--- config.mk ---
export PLATFORM = sky130hd
export DESIGN_NAME = i2c_master_byte_engine
export DESIGN_NICKNAME = d
export VERILOG_FILES = /design/src/i2cm_pkg.sv /design/src/i2c_master_byte_engine.sv /design/src/i2cm_ctrl.sv /design/src/i2cm_datapath.sv
export SDC_FILE = /design/constraint.sdc
export NUM_CORES = 1
export LEC_CHECK = 0
export BUFFER_PORTS_ARGS = -buffer_cell sky130_fd_sc_hd__buf_2
export CORE_ASPECT_RATIO = 0.9
export CORE_MARGIN = 2
export CORE_UTILIZATION = 50
export CTS_BUF_LIST = sky130_fd_sc_hd__clkbuf_4 sky130_fd_sc_hd__clkbuf_8
export CTS_CLUSTER_SIZE = 40
export DETAILED_ROUTE_END_ITERATION = 10
export GPL_TIMING_DRIVEN = 0
export PLACE_DENSITY_LB_ADDON = 0.12
export REMOVE_ABC_BUFFERS = 1
export SYNTH_ARGS = -nofsm -noshare
export SYNTH_HDL_FRONTEND = slang
export SYNTH_HIERARCHICAL = 1
export SYNTH_SLANG_ARGS = --single-unit
--- constraint.sdc ---
create_clock -name i_clk -period 3.05 [get_ports i_clk]
set_clock_uncertainty 0.15 [all_clocks]
set_input_delay 0.61 -clock i_clk [delete_from_list [all_inputs] [get_ports i_clk]]
set_output_delay 0.61 -clock i_clk [all_outputs]
set_load 0.1 [all_outputs]
--- src/i2cm_pkg.sv ---
package i2cm_pkg;

    localparam int MODE_W   = 3;
    localparam int BYTE_W   = 8;
    localparam int SBITS_W  = 9;
    localparam int STATUS_W = 2;
    localparam int ADDR_W   = 7;

    localparam logic [MODE_W-1:0] MODE_WR_ADDR = 3'd0;
    localparam logic [MODE_W-1:0] MODE_RD_ADDR = 3'd1;
    localparam logic [MODE_W-1:0] MODE_WR_BYTE = 3'd2;
    localparam logic [MODE_W-1:0] MODE_RD_ACK  = 3'd3;
    localparam logic [MODE_W-1:0] MODE_RD_NACK = 3'd4;
    localparam logic [MODE_W-1:0] MODE_STOP    = 3'd5;

    localparam logic [STATUS_W-1:0] STS_OK        = 2'd0;
    localparam logic [STATUS_W-1:0] STS_ADDR_NACK = 2'd1;
    localparam logic [STATUS_W-1:0] STS_DATA_NACK = 2'd2;
    localparam logic [STATUS_W-1:0] STS_SKIPPED   = 2'd3;

    typedef enum logic [1:0] {
        SDA_ONE,
        SDA_ZERO,
        SDA_DATA
    } t_sda_sel;

    typedef struct packed {
        logic                load;
        logic                load_addr;
        logic                start_cmd;
        logic                set_abort;
        logic                shift;
        logic                emit;
        logic                scl;
        t_sda_sel            sda_sel;
        logic                last;
        logic [STATUS_W-1:0] status;
        logic                rx_sel;
    } t_dp_cmd;

    typedef struct packed {
        logic aborted;
        logic read_dir;
        logic nack;
    } t_dp_sts;

endpackage

--- src/i2c_master_byte_engine.sv ---
// Byte-level I2C master, 7-bit addressing. Each request on s_axis is one bus command
// (start+address write/read, write byte, read byte with ack, read last byte with nack
// and stop, stop); the block answers with a run of SCL/SDA line phases on m_axis, one
// beat per phase, tlast on the final one, which also carries the status in tuser and the
// received byte. The slave's sampled SDA for the nine SCL-high phases comes with the
// request. A nack, or a final read with nack, adds a stop to the run. The phase
// sequencer emits one phase per cycle while m_axis keeps up, and takes the next
// request only once the current run is fully generated. Undefined modes are dropped.
module i2c_master_byte_engine (
    input  logic        i_clk,
    input  logic        i_rst_n,
    input  logic        s_axis_tvalid,
    output logic        s_axis_tready,
    input  logic [23:0] s_axis_tdata,   // tx_byte[7:0], slave_bits[16:8], zero pad
    input  logic [2:0]  s_axis_tuser,   // mode[2:0]
    output logic        m_axis_tvalid,
    input  logic        m_axis_tready,
    output logic [15:0] m_axis_tdata,   // scl_level[0], sda_level[1], rx_byte[9:2], zero pad
    output logic        m_axis_tlast,
    output logic [1:0]  m_axis_tuser,   // status[1:0]
    input  logic        psel,
    input  logic        penable,
    input  logic        pwrite,
    input  logic [2:0]  paddr,
    input  logic [31:0] pwdata,
    output logic [31:0] prdata,
    output logic        pready
);
    import i2cm_pkg::*;

    t_dp_cmd           cmd;
    t_dp_sts           sts;
    logic              cfg_we;
    logic [ADDR_W-1:0] dev_addr;
    logic              scl;
    logic              sda;
    logic [BYTE_W-1:0] rx_byte;

    assign pready = 1'b1;
    assign cfg_we = psel && penable && pwrite && pready && !paddr[2];
    assign prdata = paddr[2] ? 32'd0 : {25'd0, dev_addr};

    i2cm_ctrl u_ctrl (
        .i_clk       (i_clk),
        .i_rst_n     (i_rst_n),
        .i_in_valid  (s_axis_tvalid),
        .i_mode      (s_axis_tuser),
        .o_in_ready  (s_axis_tready),
        .o_out_valid (m_axis_tvalid),
        .i_out_ready (m_axis_tready),
        .i_sts       (sts),
        .o_cmd       (cmd)
    );

    i2cm_datapath u_datapath (
        .i_clk        (i_clk),
        .i_rst_n      (i_rst_n),
        .i_cfg_we     (cfg_we),
        .i_cfg_addr   (pwdata[ADDR_W-1:0]),
        .o_dev_addr   (dev_addr),
        .i_mode       (s_axis_tuser),
        .i_tx_byte    (s_axis_tdata[7:0]),
        .i_slave_bits (s_axis_tdata[16:8]),
        .i_cmd        (cmd),
        .o_sts        (sts),
        .o_scl        (scl),
        .o_sda        (sda),
        .o_last       (m_axis_tlast),
        .o_status     (m_axis_tuser),
        .o_rx_byte    (rx_byte)
    );

    assign m_axis_tdata = {6'd0, rx_byte, sda, scl};

    a_status_on_last: assert property (@(posedge i_clk) disable iff (!i_rst_n)
        m_axis_tvalid && !m_axis_tlast |-> m_axis_tuser == STS_OK && rx_byte == '0)
        else $error("status or rx byte set on a phase that is not last");

    a_one_request: assert property (@(posedge i_clk) disable iff (!i_rst_n)
        s_axis_tvalid && s_axis_tready && s_axis_tuser <= MODE_STOP |=> !s_axis_tready)
        else $error("second request taken while a command is running");

    a_skip_phase: assert property (@(posedge i_clk) disable iff (!i_rst_n)
        m_axis_tvalid && m_axis_tuser == STS_SKIPPED |-> m_axis_tlast && scl && sda)
        else $error("skipped command phase malformed");

    a_stop_idle: assert property (@(posedge i_clk) disable iff (!i_rst_n)
        m_axis_tvalid && m_axis_tlast && m_axis_tuser != STS_OK |-> scl && sda)
        else $error("nack run does not end with a stop");

endmodule

--- src/i2cm_ctrl.sv ---
module i2cm_ctrl (
    input  logic                     i_clk,
    input  logic                     i_rst_n,
    input  logic                     i_in_valid,
    input  logic [2:0]               i_mode,
    output logic                     o_in_ready,
    output logic                     o_out_valid,
    input  logic                     i_out_ready,
    input  i2cm_pkg::t_dp_sts        i_sts,
    output i2cm_pkg::t_dp_cmd        o_cmd
);
    import i2cm_pkg::*;

    typedef enum logic [2:0] {
        ST_IDLE,
        ST_START,
        ST_BITS,
        ST_ACK,
        ST_STOP,
        ST_SKIP
    } t_state;

    t_state              r_state, n_state;
    logic [3:0]          r_cnt, n_cnt;
    logic [MODE_W-1:0]   r_mode, n_mode;
    logic [STATUS_W-1:0] r_status, n_status;
    logic                r_valid, n_valid;

    logic emit_ok;
    logic is_read;

    assign emit_ok = !r_valid || i_out_ready;
    assign is_read = (r_mode == MODE_RD_ACK) || (r_mode == MODE_RD_NACK);

    always_comb begin
        n_state    = r_state;
        n_cnt      = r_cnt;
        n_mode     = r_mode;
        n_status   = r_status;
        o_in_ready = 1'b0;
        o_cmd      = '0;
        o_cmd.sda_sel = SDA_ONE;
        o_cmd.status  = STS_OK;
        unique case (r_state)
            ST_IDLE: begin
                o_in_ready = 1'b1;
                if (i_in_valid) begin
                    o_cmd.load = 1'b1;
                    n_mode     = i_mode;
                    n_cnt      = '0;
                    unique case (i_mode)
                        MODE_WR_ADDR, MODE_RD_ADDR: begin
                            o_cmd.load_addr = 1'b1;
                            o_cmd.start_cmd = 1'b1;
                            n_state = ST_START;
                        end
                        MODE_WR_BYTE: begin
                            n_state = (i_sts.aborted || i_sts.read_dir) ? ST_SKIP : ST_BITS;
                        end
                        MODE_RD_ACK, MODE_RD_NACK: begin
                            n_state = (i_sts.aborted || !i_sts.read_dir) ? ST_SKIP : ST_BITS;
                        end
                        MODE_STOP: begin
                            n_status = STS_OK;
                            n_state  = ST_STOP;
                        end
                        default: n_state = ST_IDLE;
                    endcase
                end
            end
            ST_START: begin
                if (emit_ok) begin
                    o_cmd.emit    = 1'b1;
                    o_cmd.scl     = (r_cnt == 4'd1) || (r_cnt == 4'd2);
                    o_cmd.sda_sel = (r_cnt < 4'd2) ? SDA_ONE : SDA_ZERO;
                    n_cnt = r_cnt + 4'd1;
                    if (r_cnt == 4'd3) begin
                        n_cnt   = '0;
                        n_state = ST_BITS;
                    end
                end
            end
            ST_BITS: begin
                if (emit_ok) begin
                    o_cmd.emit    = 1'b1;
                    o_cmd.scl     = r_cnt[0];
                    o_cmd.sda_sel = is_read ? SDA_ONE : SDA_DATA;
                    o_cmd.shift   = r_cnt[0];
                    n_cnt = r_cnt + 4'd1;
                    if (r_cnt == 4'd15) begin
                        n_cnt   = '0;
                        n_state = ST_ACK;
                    end
                end
            end
            ST_ACK: begin
                if (emit_ok) begin
                    o_cmd.emit    = 1'b1;
                    o_cmd.scl     = (r_cnt == 4'd1);
                    o_cmd.sda_sel = (r_mode == MODE_RD_ACK) ? SDA_ZERO : SDA_ONE;
                    n_cnt = r_cnt + 4'd1;
                    if (r_cnt == 4'd2) begin
                        n_cnt = '0;
                        if (!is_read && i_sts.nack) begin
                            o_cmd.set_abort = 1'b1;
                            n_status = (r_mode == MODE_WR_BYTE) ? STS_DATA_NACK : STS_ADDR_NACK;
                            n_state  = ST_STOP;
                        end else if (r_mode == MODE_RD_NACK) begin
                            n_status = STS_OK;
                            n_state  = ST_STOP;
                        end else begin
                            o_cmd.last   = 1'b1;
                            o_cmd.rx_sel = is_read;
                            n_state      = ST_IDLE;
                        end
                    end
                end
            end
            ST_STOP: begin
                if (emit_ok) begin
                    o_cmd.emit    = 1'b1;
                    o_cmd.scl     = (r_cnt != 4'd0);
                    o_cmd.sda_sel = (r_cnt == 4'd2) ? SDA_ONE : SDA_ZERO;
                    n_cnt = r_cnt + 4'd1;
                    if (r_cnt == 4'd2) begin
                        o_cmd.last   = 1'b1;
                        o_cmd.status = r_status;
                        o_cmd.rx_sel = (r_mode == MODE_RD_NACK);
                        n_cnt        = '0;
                        n_state      = ST_IDLE;
                    end
                end
            end
            ST_SKIP: begin
                if (emit_ok) begin
                    o_cmd.emit   = 1'b1;
                    o_cmd.scl    = 1'b1;
                    o_cmd.last   = 1'b1;
                    o_cmd.status = STS_SKIPPED;
                    n_state      = ST_IDLE;
                end
            end
            default: n_state = ST_IDLE;
        endcase
    end

    always_comb begin
        if (o_cmd.emit) begin
            n_valid = 1'b1;
        end else if (i_out_ready) begin
            n_valid = 1'b0;
        end else begin
            n_valid = r_valid;
        end
    end

    always_ff @(posedge i_clk) begin
        if (!i_rst_n) begin
            r_state  <= ST_IDLE;
            r_cnt    <= '0;
            r_mode   <= MODE_WR_ADDR;
            r_status <= STS_OK;
            r_valid  <= 1'b0;
        end else begin
            r_state  <= n_state;
            r_cnt    <= n_cnt;
            r_mode   <= n_mode;
            r_status <= n_status;
            r_valid  <= n_valid;
        end
    end

    assign o_out_valid = r_valid;

endmodule

--- src/i2cm_datapath.sv ---
module i2cm_datapath (
    input  logic                     i_clk,
    input  logic                     i_rst_n,
    input  logic                     i_cfg_we,
    input  logic [6:0]               i_cfg_addr,
    output logic [6:0]               o_dev_addr,
    input  logic [2:0]               i_mode,
    input  logic [7:0]               i_tx_byte,
    input  logic [8:0]               i_slave_bits,
    input  i2cm_pkg::t_dp_cmd        i_cmd,
    output i2cm_pkg::t_dp_sts        o_sts,
    output logic                     o_scl,
    output logic                     o_sda,
    output logic                     o_last,
    output logic [1:0]               o_status,
    output logic [7:0]               o_rx_byte
);
    import i2cm_pkg::*;

    logic [ADDR_W-1:0]   r_dev_addr;
    logic                r_aborted;
    logic                r_read_dir;
    logic [BYTE_W-1:0]   r_shift;
    logic [SBITS_W-1:0]  r_bits;
    logic                r_scl;
    logic                r_sda;
    logic                r_last;
    logic [STATUS_W-1:0] r_status;
    logic [BYTE_W-1:0]   r_rx;

    logic n_sda;

    always_comb begin
        unique case (i_cmd.sda_sel)
            SDA_ZERO: n_sda = 1'b0;
            SDA_DATA: n_sda = r_shift[BYTE_W-1];
            default:  n_sda = 1'b1;
        endcase
    end

    // control state
    always_ff @(posedge i_clk) begin
        if (!i_rst_n) begin
            r_dev_addr <= '0;
            r_aborted  <= 1'b0;
            r_read_dir <= 1'b0;
        end else begin
            if (i_cfg_we) begin
                r_dev_addr <= i_cfg_addr;
            end
            if (i_cmd.start_cmd) begin
                r_aborted  <= 1'b0;
                r_read_dir <= i_mode[0];
            end else if (i_cmd.set_abort) begin
                r_aborted <= 1'b1;
            end
        end
    end

    // payload
    always_ff @(posedge i_clk) begin
        if (i_cmd.load) begin
            r_bits  <= i_slave_bits;
            r_shift <= i_cmd.load_addr ? {r_dev_addr, i_mode[0]} : i_tx_byte;
        end else if (i_cmd.shift) begin
            r_shift <= {r_shift[BYTE_W-2:0], 1'b0};
        end
        if (i_cmd.emit) begin
            r_scl    <= i_cmd.scl;
            r_sda    <= n_sda;
            r_last   <= i_cmd.last;
            r_status <= i_cmd.status;
            r_rx     <= i_cmd.rx_sel ? r_bits[SBITS_W-1:1] : '0;
        end
    end

    assign o_sts.aborted  = r_aborted;
    assign o_sts.read_dir = r_read_dir;
    assign o_sts.nack     = r_bits[0];
    assign o_dev_addr     = r_dev_addr;
    assign o_scl          = r_scl;
    assign o_sda          = r_sda;
    assign o_last         = r_last;
    assign o_status       = r_status;
    assign o_rx_byte      = r_rx;

endmodule

==> results of run 1 <==
-- registers in the layout (all words and copies together) (netlist names) --
register               flops
u_datapath/o_last          1
u_ctrl/o_out_valid         1
u_datapath/r_read_dir      1
u_datapath/r_bits          9
u_ctrl/r_status            2
u_datapath/r_aborted       1
u_datapath/o_sda           1
u_ctrl/r_mode              3
u_datapath/r_shift         8
u_ctrl/r_cnt               4
u_datapath/o_dev_addr      7
u_datapath/o_rx_byte       8
u_datapath/o_status        2
u_ctrl/r_state             3
u_datapath/o_scl           1
-- stage by stage --
step | instance area [um2] | std cells
after floorplan | 2910 | 294
after global placement | 3300 | 437
after detailed placement | 3300 | 437
after CTS | 3410 | 445
after global routing | 3430 | 446
final | 3430 | 446
-- metal layers --
metal | global-route usage [%] | part of all wire [%] | wire length [um] | vias to the layer above
li1 | - | - | - | 1137
met1 | 24.5 | 46 | 2730 | 1037
met2 | 26.8 | 47 | 2740 | 71
met3 | 4.45 | 6.7 | 397 | 2
met4 | 5.15 | 0.42 | 25 | 0
met5 | 0 | 0 | 0 | -
-- cell usage after synthesis, drive strengths merged, types with 3 or more instances --
| cell type | instances | area (um2) |
|---|---|---|
| a21oi | 14 | 70.1 |
| a31oi | 6 | 37.5 |
| and2 | 10 | 62.6 |
| and2b | 7 | 61.3 |
| buf | 47 | 353 |
| clkbuf | 7 | 27.5 |
| dfxtp | 22 | 440 |
| edfxtp | 30 | 901 |
| ha | 7 | 87.6 |
| inv | 7 | 26.3 |
| mux2i | 22 | 220 |
| nand2 | 14 | 52.6 |
| nand2b | 3 | 18.8 |
| nand3 | 9 | 50.1 |
| nand4 | 3 | 18.8 |
| nor2 | 26 | 97.6 |
| nor2b | 16 | 100 |
| nor3 | 5 | 25.0 |
| nor3b | 7 | 62.6 |
| o21ai | 9 | 52.6 |
| o22ai | 3 | 18.8 |
| o41ai | 4 | 53.8 |
| or2 | 4 | 25.0 |
-- how the worst min path moves through the flow --
stage / start / endpoint / slack (ns) / depth (start not counted)
floorplan: u_ctrl/r_status[1] / u_ctrl/r_status[1] / 0.29 / 2
finish: s_axis_tdata[15] / u_datapath/r_bits[7] / 0.32 / 1
detailed placement: u_ctrl/r_status[1] / u_ctrl/r_status[1] / 0.31 / 2
global route: s_axis_tdata[15] / u_datapath/r_bits[7] / 0.30 / 1
CTS: s_axis_tdata[12] / u_datapath/r_bits[4] / 0.31 / 1
global placement: u_ctrl/r_status[1] / u_ctrl/r_status[1] / 0.31 / 2
-- repair_timing --
item,in CTS,in global routing
setup buffers,0,1
gates cloned,0,0
endpoints found under the setup margin,23,21
gates resized for setup,3,1
-- layout by cell type (no fill, tap or decap), types with 7 or more instances in the layout --
cell type / instances
sky130_fd_sc_hd__dfxtp_1: 21
sky130_fd_sc_hd__nor2b_1: 16
sky130_fd_sc_hd__edfxtp_1: 30
sky130_fd_sc_hd__and2_1: 9
sky130_fd_sc_hd__mux2i_1: 22
sky130_fd_sc_hd__nand3_1: 8
sky130_fd_sc_hd__buf_2: 56
sky130_fd_sc_hd__conb_1: 32
sky130_fd_sc_hd__nand2_1: 14
sky130_fd_sc_hd__a21oi_1: 14
sky130_fd_sc_hd__and2b_2: 7
sky130_fd_sc_hd__inv_1: 7
sky130_fd_sc_hd__ha_1: 7
sky130_fd_sc_hd__nor2_1: 25
-- cell families after synthesis --
group	Yosys count	share of synthesized area [%]
AND/OR/NAND/NOR	118	21.7
buffers and inverters	61	12.8
AO/OA/AOI/OAI	53	12.4
other	2	0.236
flip-flops	52	42.2
adder cells (fa/ha/maj)	7	2.76
XOR/XNOR	2	0.551
multiplexers	23	7.29
-- layout make-up --
class | instances | area share [%]
clock buffer | 5 | 2.01
clock inverter | 3 | 0.802
inverter | 7 | 0.766
multi-input combinational | 235 | 45.4
sequential | 52 | 39.1
tap | 87 | 3.17
timing repair buffer | 57 | 8.75
-- power groups by stage --
stage	combinational, mW	sequential [mW]	clock, mW
finish	1.66	1.15	0.415
CTS	1.66	1.15	0.425
global route	1.78	1.19	0.452
detailed placement	1.65	1.17	0
global placement	1.64	1.17	0
floorplan	0.905	1.61	0
==> summary.md, run 1 <==
| Metric | Value |
|---|---|
| Sum of overflow across all layers after global routing | 0 |
| Sinks on the clock net | 52 |
| FF+latch count, synth | 52 |
| Die boundary width | 88.0 um |
| Leakage component of the power | 1.40 nW |
| Relative max-transition margin | 49.3% |
| Maximum net fanout on the critical path | 21 |
| Total CTS buffers | 5 |
| Required arrival time at the worst endpoint | 2.85 ns |
| Initial core utilization | 51.7% |
| Count of buffers from port buffering | 56 |
| Vias in the first global route | 2012 |
| Count of cells along the worst register-to-register path | 6 |
| Post-DR wirelength/cell | 13.2 um |
| Iteration count of the initial detailed-routing pass | 4 |
| Yosys warnings | 6 |
| # fillers | 580 |
| Antenna Violating Nets Remaining | 0 |
| Maximum achievable frequency | 365 MHz |
| Count of cell types in the netlist | 63 |
| Final core utilization | 55.8% |
| Share of total power in the clock network | 12.8% |
| Worst slew pin tran | 0.756 ns |
| Fin crit share | 89.7% |
| Arrival time at the worst endpoint | 2.54 ns |
| Most used DFF post-synth | sky130_fd_sc_hd__edfxtp_1 |
| Die height | 79.6 um |
| Fraction of power spent switching nets | 51.8% |
| Clock insertion delay at the later pin of the skew report | 0.31 ns |
| Clock transition time at the flip-flop clock pins of the worst setup and hold paths | 0.10 ns |
| FFs w/ async S/R, synth | 0% |
| Number of diodes added for antenna fixing | 0 |
| Critical-path cell list | inv_1 > ha_1 > a21oi_1 > nor2_1 > a21oi_1 > nor2_2 |
| P_sw | 1.68 mW |
| CP Class | flip-flop to flip-flop |
| Number of nets at the end of the flow | 434 |
| CTS tree | built |
| Critical path depth | 6 |
| Initial antenna violation count | 0 |
| Minimum period implied by the final worst setup slack | 2.74 ns |
| EDFF count, synth | 30 |
| Global-route wire length before repair | 9580 um |
| Floorplan row count | 27 |
| I/O pin count | 123 |
| Tightest hold margin | 0.320 ns |
| Slowest CP cell | sky130_fd_sc_hd__dfxtp_1 |
| Post-DP HPWL | 4310 um |
| Tightest Hold Check Type | input pin to flip-flop |
| Kind of start point of the critical path | flip-flop |
| Pre-CTS setup slack | -0.506 ns |
| Drt drc | 0 |
| Area overhead of the layout relative to synthesis | 8.00% |
| Die Outline Area | 7010 um2 |
| CP bufs+invs | 1 |
| Final setup violation count | 0 |
| Setup TNS | 0 ns |
| Number of hold-repair buffers added at the cts stage | 0 |
| Worst path setup slack after routing | 0.313 ns |
| Critical path's most frequent cell | sky130_fd_sc_hd__a21oi_1 |
| Total core area | 6150 um2 |
| Cell family contributing the most delay on the critical path | flip-flops |
| Layout cell share with drive strength beyond 1 | 24.8% |
| Status | completed |
| Storage cell area | 1340 um2 |
| Area of the multi-input gates | 1560 um2 |
| Sequential share of the synthesized area | 42.2% |
| Largest vdd supply drop | 0.793 mV |
| Slew Viols, Final | 0 |
| Largest stage delay on the critical path | 0.78 ns |
| CTS max path bufs | 2 |
| GP Congestion | 0.823 |
| CTS H-tree lvls | 2 |
| Synthesized cell area | 3180 um2 |
| Combinational share of power | 51.5% |
| Reg2Reg Capture Point | u_datapath/o_rx_byte[4] |
| Number of vias in the routed layout | 2247 |
| Crit end category | flip-flop |
| Design internal power | 1.56 mW |
| Sequential Power Share | 35.7% |
| CTS Root Buffer Type | sky130_fd_sc_hd__clkbuf_8 |
| Max-cap viol count | 0 |
| Hold violation total from the final report | 0 |
| Mean area per synthesized cell | 9.99 um2 |
| Critical Path Start | u_ctrl/r_state[2] |
| Minimum setup slack among reg-to-reg paths | 0.31 ns |
| Origin of the critical flop-to-flop path | u_ctrl/r_state[2] |
| Final Routed Wirelength | 5900 um |
| Iter 0 DRT Violations | 107 |
| Number of instances in the synthesized netlist | 318 |
| Power density over cell area | 942 nW/um2 |
| RSZ-0062 raised after global routing | no |
| Global router's overall resource usage | 17.5% |
| Critical Path End | u_datapath/o_rx_byte[4] |
| Pin count of the biggest net entering global routing | 30 |
| Vias per inst | 5.04 |
| Design Power | 3.23 mW |
Note: power is estimated with default switching activity, not from simulation.
==> run 2, diff against run 1 <==
--- a/config.mk
+++ b/config.mk
@@ -14,7 +14,6 @@
 export DETAILED_ROUTE_END_ITERATION = 10
 export GPL_TIMING_DRIVEN = 0
 export PLACE_DENSITY_LB_ADDON = 0.12
-export REMOVE_ABC_BUFFERS = 1
 export SYNTH_ARGS = -nofsm -noshare
 export SYNTH_HDL_FRONTEND = slang
 export SYNTH_HIERARCHICAL = 1
==> constraint.sdc (replaced) <==
create_clock -name i_clk -period 2.86 [get_ports i_clk]
set_clock_uncertainty 0.15 [all_clocks]
set_input_delay 0 -clock i_clk [delete_from_list [all_inputs] [get_ports i_clk]]
set_output_delay 0 -clock i_clk [all_outputs]
set_load 0.1 [all_outputs]
==> run 2 against run 1 <==
Effect of this change: clock power increased by 24%; sequential share of layout area decreased by 7.0 points; via count increased by 18%; sequential power about the same; sequential cell count unchanged; cell count increased by 19%; critical path type unchanged; critical path depth unchanged; wire length increased by 22%; die area unchanged; total power increased by 16%; combinational power increased by 25%; global-route usage increased by 3.2 points.
==> summary.md, run 2 (synthesis gave the netlist of run 1 again) <==
| Metric | Value |
|---|---|
| Setup TNS | 0 ns |
| Largest stage delay on the critical path | 0.66 ns |
| Final setup violation count | 0 |
| Final core utilization | 67.9% |
| Global router's overall resource usage | 20.7% |
| CTS max path bufs | 2 |
| Total non-filler cell area in the finished layout | 4180 um2 |
| Design Power | 3.73 mW |
| Vias in the first global route | 2395 |
| Tightest hold margin | 0.0399 ns |
| CTS tree | built |
| Max-cap viol count | 0 |
| Crit end category | flip-flop |
| CTS H-tree lvls | 2 |
| Iteration count of the initial detailed-routing pass | 5 |
| Floorplan row count | 27 |
| Worst slew pin tran | 0.784 ns |
| Minimum period implied by the final worst setup slack | 2.51 ns |
| Drt drc | 0 |
| Final cell count without fillers | 532 |
| Area overhead of the layout relative to synthesis | 31.5% |
| Count of buffers from port buffering | 54 |
| Worst path setup slack after routing | 0.352 ns |
| Sinks on the clock net | 52 |
| GP Congestion | 0.894 |
| Number of diodes added for antenna fixing | 0 |
| Total CTS buffers | 5 |
| Layout cell share with drive strength beyond 1 | 29.9% |
| Global-route wire length before repair | 11300 um |
| Total core area | 6150 um2 |
| Arrival time at the worst endpoint | 2.54 ns |
| Number of nets at the end of the flow | 520 |
| I/O pin count | 123 |
| RSZ-0062 raised after global routing | no |
| Register containing the most flip-flops in the final layout | u_datapath/r_bits |
| Post-DP HPWL | 4910 um |
| Relative max-transition margin | 47.4% |
| Die boundary width | 88.0 um |
| Most used cells in the layout excluding fill and tap cells | 55 x sky130_fd_sc_hd__buf_2, 41 x sky130_fd_sc_hd__buf_4, 35 x sky130_fd_sc_hd__dlygate4sd3_1, 32 x sky130_fd_sc_hd__conb_1, 30 x sky130_fd_sc_hd__edfxtp_1 |
| # fillers | 503 |
| Largest vdd supply drop | 0.317 mV |
| Cell total after placement | 489 |
| Pin count of the biggest net entering global routing | 21 |
| Number of vias in the routed layout | 2651 |
| Slowest CP cell | sky130_fd_sc_hd__a211oi_1 |
| Maximum net fanout on the critical path | 8 |
| Clock insertion delay at the later pin of the skew report | 0.31 ns |
| Fin crit share | 87.7% |
| Tightest Hold Check Type | input pin to flip-flop |
| Buffers inserted by post-CTS timing repair | 0 |
| Hold violation total from the final report | 0 |
| Kind of start point of the critical path | flip-flop |
| Die height | 79.6 um |
| Cell area after placement | 3710 um2 |
| Status | completed |
| Slew Viols, Final | 0 |
| CTS Root Buffer Type | sky130_fd_sc_hd__clkbuf_8 |
| Antenna Violating Nets Remaining | 0 |
| Leakage component of the power | 1.84 nW |
| Initial antenna violation count | 0 |
| Required arrival time at the worst endpoint | 2.89 ns |
| Critical-path cell list | inv_1 > ha_1 > or3b_1 > buf_6 > a211oi_1 > and2_1 |
| Sum of overflow across all layers after global routing | 0 |
| Clock transition time at the flip-flop clock pins of the worst setup and hold paths | 0.10 ns |
| Iter 0 DRT Violations | 208 |
| Maximum achievable frequency | 399 MHz |
| Pre-CTS setup slack | 0.330 ns |
| Initial core utilization | 51.7% |
| Post-DR wirelength/cell | 13.6 um |
| Die Outline Area | 7010 um2 |
| Vias per inst | 4.98 |
| CP Class | flip-flop to flip-flop |
| Max FFs per register | 9 |
| Power density over cell area | 894 nW/um2 |
| Most common library cell in the layout ignoring fill and taps | sky130_fd_sc_hd__buf_2 |
| Final Routed Wirelength | 7210 um |
## run 2: final timing paths
check	depth (start not counted)	endpoint	slack (ns)	start
hold reg to reg	2	u_ctrl/r_status[1]	0.33	u_ctrl/r_status[1]
hold / removal	3	u_ctrl/r_mode[1]	0.04	s_axis_tuser[1]
setup / recovery	6	u_datapath/o_rx_byte[4]	0.35	u_ctrl/r_cnt[0]
setup reg to reg	6	u_datapath/o_rx_byte[4]	0.35	u_ctrl/r_cnt[0]
## run 2: routing by layer
metal / global-route usage (%) / routed length [um] / vias up
li1: - / - / 1313
met1: 27.7 / 3250 / 1223
met2: 34.6 / 3440 / 109
met3: 4.03 / 474 / 6
met4: 4.85 / 46 / 0
met5: 0 / 0 / -
## run 2: worst max-delay path, delay by kind of cell, from the launching register on
family,cells,cell delay (ns)
and+or+nand+nor,2,0.61
buffers and inverters,2,0.31
AOI/OAI and AO/OA,1,0.66
adders and majority gates,1,0.27
DFF,1,0.38
## run 2: repair_timing
action | in CTS | in global routing
gates resized for setup | 0 | 0
hold endpoints to repair | 29 | 0
hold buffers | 35 | 0
## run 2: area by class of cell
cell class / count / area [um2] / area share, %
Buffer: 54 / 399 / 9.56
Clock buffer: 5 / 68.8 / 1.65
Clock inverter: 3 / 46.3 / 1.11
Inverter: 7 / 26.3 / 0.629
Multi-Input combinational cell: 235 / 1560 / 37.4
Sequential cell: 52 / 1340 / 32.1
Tap cell: 87 / 109 / 2.61
Timing Repair Buffer: 89 / 621 / 14.9
## run 2: power by group
| part | internal [mW] | switching, mW |
|---|---|---|
| sequential | 1.07 | 0.0801 |
| combinational | 0.555 | 1.52 |
| clock | 0.264 | 0.253 |
| total | 1.89 | 1.85 |
==> run 3, diff against run 2 <==
--- a/config.mk
+++ b/config.mk
@@ -5,6 +5,7 @@
 export SDC_FILE = /design/constraint.sdc
 export NUM_CORES = 1
 export LEC_CHECK = 0
+export ABC_AREA = 1
 export BUFFER_PORTS_ARGS = -buffer_cell sky130_fd_sc_hd__buf_2
 export CORE_ASPECT_RATIO = 0.9
 export CORE_MARGIN = 2
@@ -14,6 +15,7 @@
 export DETAILED_ROUTE_END_ITERATION = 10
 export GPL_TIMING_DRIVEN = 0
 export PLACE_DENSITY_LB_ADDON = 0.12
+export REMOVE_ABC_BUFFERS = 1
 export SYNTH_ARGS = -nofsm -noshare
 export SYNTH_HDL_FRONTEND = slang
 export SYNTH_HIERARCHICAL = 1
==> run 3 against run 2 <==
Effect of this change: wire length shrank 7.2%; worst setup slack better by 0.098 ns; critical path depth is 2 higher; global-route usage shrank 0.76 points; critical path type unchanged; critical endpoint is now u_datapath/r_shift[7]; highest routed layer unchanged.
==> summary.md, run 3 <==
| Metric | Value |
|---|---|
| Status | completed |
| CTS max path bufs | 2 |
| Most used cells in the layout excluding fill and tap cells | 91 x sky130_fd_sc_hd__nand2_1, 67 x sky130_fd_sc_hd__inv_1, 56 x sky130_fd_sc_hd__buf_2, 41 x sky130_fd_sc_hd__nor2_1 |
| Count of buffers from port buffering | 56 |
| Mean area per synthesized cell | 7.61 um2 |
| FF+latch count, synth | 52 |
| Largest stage delay on the critical path | 0.48 ns |
| Slew Viols, Final | 0 |
| Final setup violation count | 0 |
| Register containing the most flip-flops in the final layout | u_datapath/r_bits |
| Global-route wire length before repair | 11000 um |
| CTS tree | built |
| Synthesized cell area | 3200 um2 |
| Max FFs per register | 9 |
| Yosys warnings | 6 |
| Hold violation total from the final report | 0 |
| Setup TNS | 0 ns |
| Maximum achievable frequency | 415 MHz |
| Number of instances in the synthesized netlist | 420 |
| Clock insertion delay at the later pin of the skew report | 0.31 ns |
| Vias per inst | 4.64 |
| Max-cap viol count | 0 |
| Minimum setup slack among reg-to-reg paths | 0.45 ns |
| Sinks on the clock net | 52 |
| Combinational share of power | 55.7% |
| Vias in the first global route | 2423 |
| Number of nets at the end of the flow | 580 |
| Count of cell types in the netlist | 35 |
| Cell area after placement | 3350 um2 |
| Share of total power in the clock network | 11.9% |
| Most used DFF post-synth | sky130_fd_sc_hd__edfxtp_1 |
| Floorplan row count | 27 |
| Minimum period implied by the final worst setup slack | 2.41 ns |
| Slowest CP cell | sky130_fd_sc_hd__dfxtp_1 |
| Tightest Hold Check Type | input pin to flip-flop |
| Cell total after placement | 547 |
| Global router's overall resource usage | 19.9% |
| Top-area cell type share of the netlist area | 28.2% |
| Die height | 79.9 um |
| Worst slew pin tran | 0.560 ns |
| Critical-path cell list | nor2_1 > nand2_1 > nor2_4 > inv_1 > nor2_4 > nand2_1 > nand3_1 > nand2_1 |
| Fin crit share | 84.2% |
| Initial antenna violation count | 0 |
| CP bufs+invs | 1 |
| Initial core utilization | 52.0% |
| Pre-CTS setup slack | -0.450 ns |
| Design Power | 3.74 mW |
| Cell family contributing the most delay on the critical path | simple AND/OR/NAND/NOR gates |
| Dominant cell by count in the synthesized netlist | sky130_fd_sc_hd__nand2_1 |
| Number of diodes added for antenna fixing | 0 |
| Final core utilization | 62.2% |
| Final Routed Wirelength | 6690 um |
| GP Congestion | 0.927 |
| Largest vdd supply drop | 0.354 mV |
| Leakage component of the power | 1.85 nW |
| Required arrival time at the worst endpoint | 2.79 ns |
| Die boundary width | 88.3 um |
| Total CTS buffers | 5 |
| Final cell count without fillers | 592 |
| Critical path's most frequent cell | sky130_fd_sc_hd__nand2_1 |
| Power density over cell area | 980 nW/um2 |
| CP Class | flip-flop to flip-flop |
| Post-DP HPWL | 4630 um |
| Tightest hold margin | 0.0712 ns |
| Iter 0 DRT Violations | 171 |
| Arrival time at the worst endpoint | 2.34 ns |
| I/O pin count | 123 |
| Number of vias in the routed layout | 2746 |
| Layout cell share with drive strength beyond 1 | 17.6% |
| Relative max-transition margin | 62.6% |
| Kind of start point of the critical path | flip-flop |
| Antenna Violating Nets Remaining | 0 |
| Most common library cell in the layout ignoring fill and taps | sky130_fd_sc_hd__nand2_1 |
| Commonest cells in the synthesized netlist | 91 x sky130_fd_sc_hd__nand2_1, 67 x sky130_fd_sc_hd__inv_1, 43 x sky130_fd_sc_hd__nor2_1 |
| CTS Root Buffer Type | sky130_fd_sc_hd__clkbuf_8 |
| CTS H-tree lvls | 2 |
| Buffers inserted by post-CTS timing repair | 0 |
| Clock transition time at the flip-flop clock pins of the worst setup and hold paths | 0.10 ns |
| Sequential Power Share | 32.4% |
| Area overhead of the layout relative to synthesis | 19.5% |
| Total non-filler cell area in the finished layout | 3820 um2 |
| Total core area | 6150 um2 |
| Fraction of power spent switching nets | 54.6% |
| Pin count of the biggest net entering global routing | 23 |
| Design internal power | 1.70 mW |
| Crit end category | flip-flop |
| Iteration count of the initial detailed-routing pass | 4 |
| Top post-synthesis cells by area | sky130_fd_sc_hd__edfxtp_1 28%, sky130_fd_sc_hd__dfxtp_1 14%, sky130_fd_sc_hd__nand2_1 11%, sky130_fd_sc_hd__buf_4 9.4%, sky130_fd_sc_hd__inv_1 7.9% |
| P_sw | 2.05 mW |
| EDFF count, synth | 30 |
| Post-DR wirelength/cell | 11.3 um |
| Sequential share of the synthesized area | 41.9% |
| Sum of overflow across all layers after global routing | 0 |
| FFs w/ async S/R, synth | 0% |
| Maximum net fanout on the critical path | 12 |
| Worst path setup slack after routing | 0.451 ns |
| RSZ-0062 raised after global routing | no |
| Drt drc | 0 |
| Cell type with the largest total area after synthesis | sky130_fd_sc_hd__edfxtp_1 |
| Die Outline Area | 7050 um2 |
-- run 3: timing repair --
item / CTS / global route
pin swaps: 0 / 1
resized for setup: 2 / 1
hold buffers: 36 / 0
gates cloned: 0 / 1
endpoints found under the hold margin: 36 / 0
endpoints found under the setup margin: 10 / 9
-- run 3: logic make-up after synthesis --
kind of cell,count (synthesis),synth area share (%)
AND/OR/NAND/NOR,197,27.5
buffers and inverters,118,19.8
flip-flops,52,41.9
AO/OA/AOI/OAI,43,7.51
adder cells (fa/ha/maj),7,2.74
other,2,0.235
XOR/XNOR,1,0.274
-- run 3: path summary, 6_finish.rpt --
path | from | end | cells past startpoint
max reg2reg | u_ctrl/r_state[0] | u_datapath/r_shift[7] | 8
min | m_axis_tready | u_ctrl/r_cnt[3] | 6
max | u_ctrl/r_state[0] | u_datapath/r_shift[7] | 8
min reg2reg | u_ctrl/r_mode[1] | u_ctrl/r_mode[1] | 2
-- run 3: tightest hold or removal path, stage by stage --
cell and delay (ns):
sky130_fd_sc_hd__buf_2 0.08, sky130_fd_sc_hd__nor2_2 0.07, sky130_fd_sc_hd__o21ai_2 0.08, sky130_fd_sc_hd__nand3_2 0.11
sky130_fd_sc_hd__nand2_1 0.09, sky130_fd_sc_hd__a21oi_1 0.06
-- run 3: area by class of cell --
type                    count  area [um2]
clock inverters             3        27.5
fillers                   589        2330
clock buffers               5        68.8
repair buffers             92         641
flip-flops and latches     52        1340
well taps                  87         109
inverters                  72         278
multi-input cells         281        1360
-- run 3: per-layer routing --
layer | track usage, % | share of wire (%) | routed length [um]
met3 | 4.14 | 8.5 | 571
met5 | 0 | 0 | 0
met1 | 27.3 | 46 | 3110
met4 | 5.91 | 1.2 | 80
met2 | 31.7 | 44 | 2930
-- run 3: power groups by stage --
stage	combinational (mW)	clock (mW)	sequential [mW]
after floorplan	1.10	0	1.78
after global placement	1.98	0	1.23
after detailed placement	2.00	0	1.23
after CTS	2.06	0.457	1.21
after global routing	2.26	0.493	1.24
final	2.08	0.447	1.21
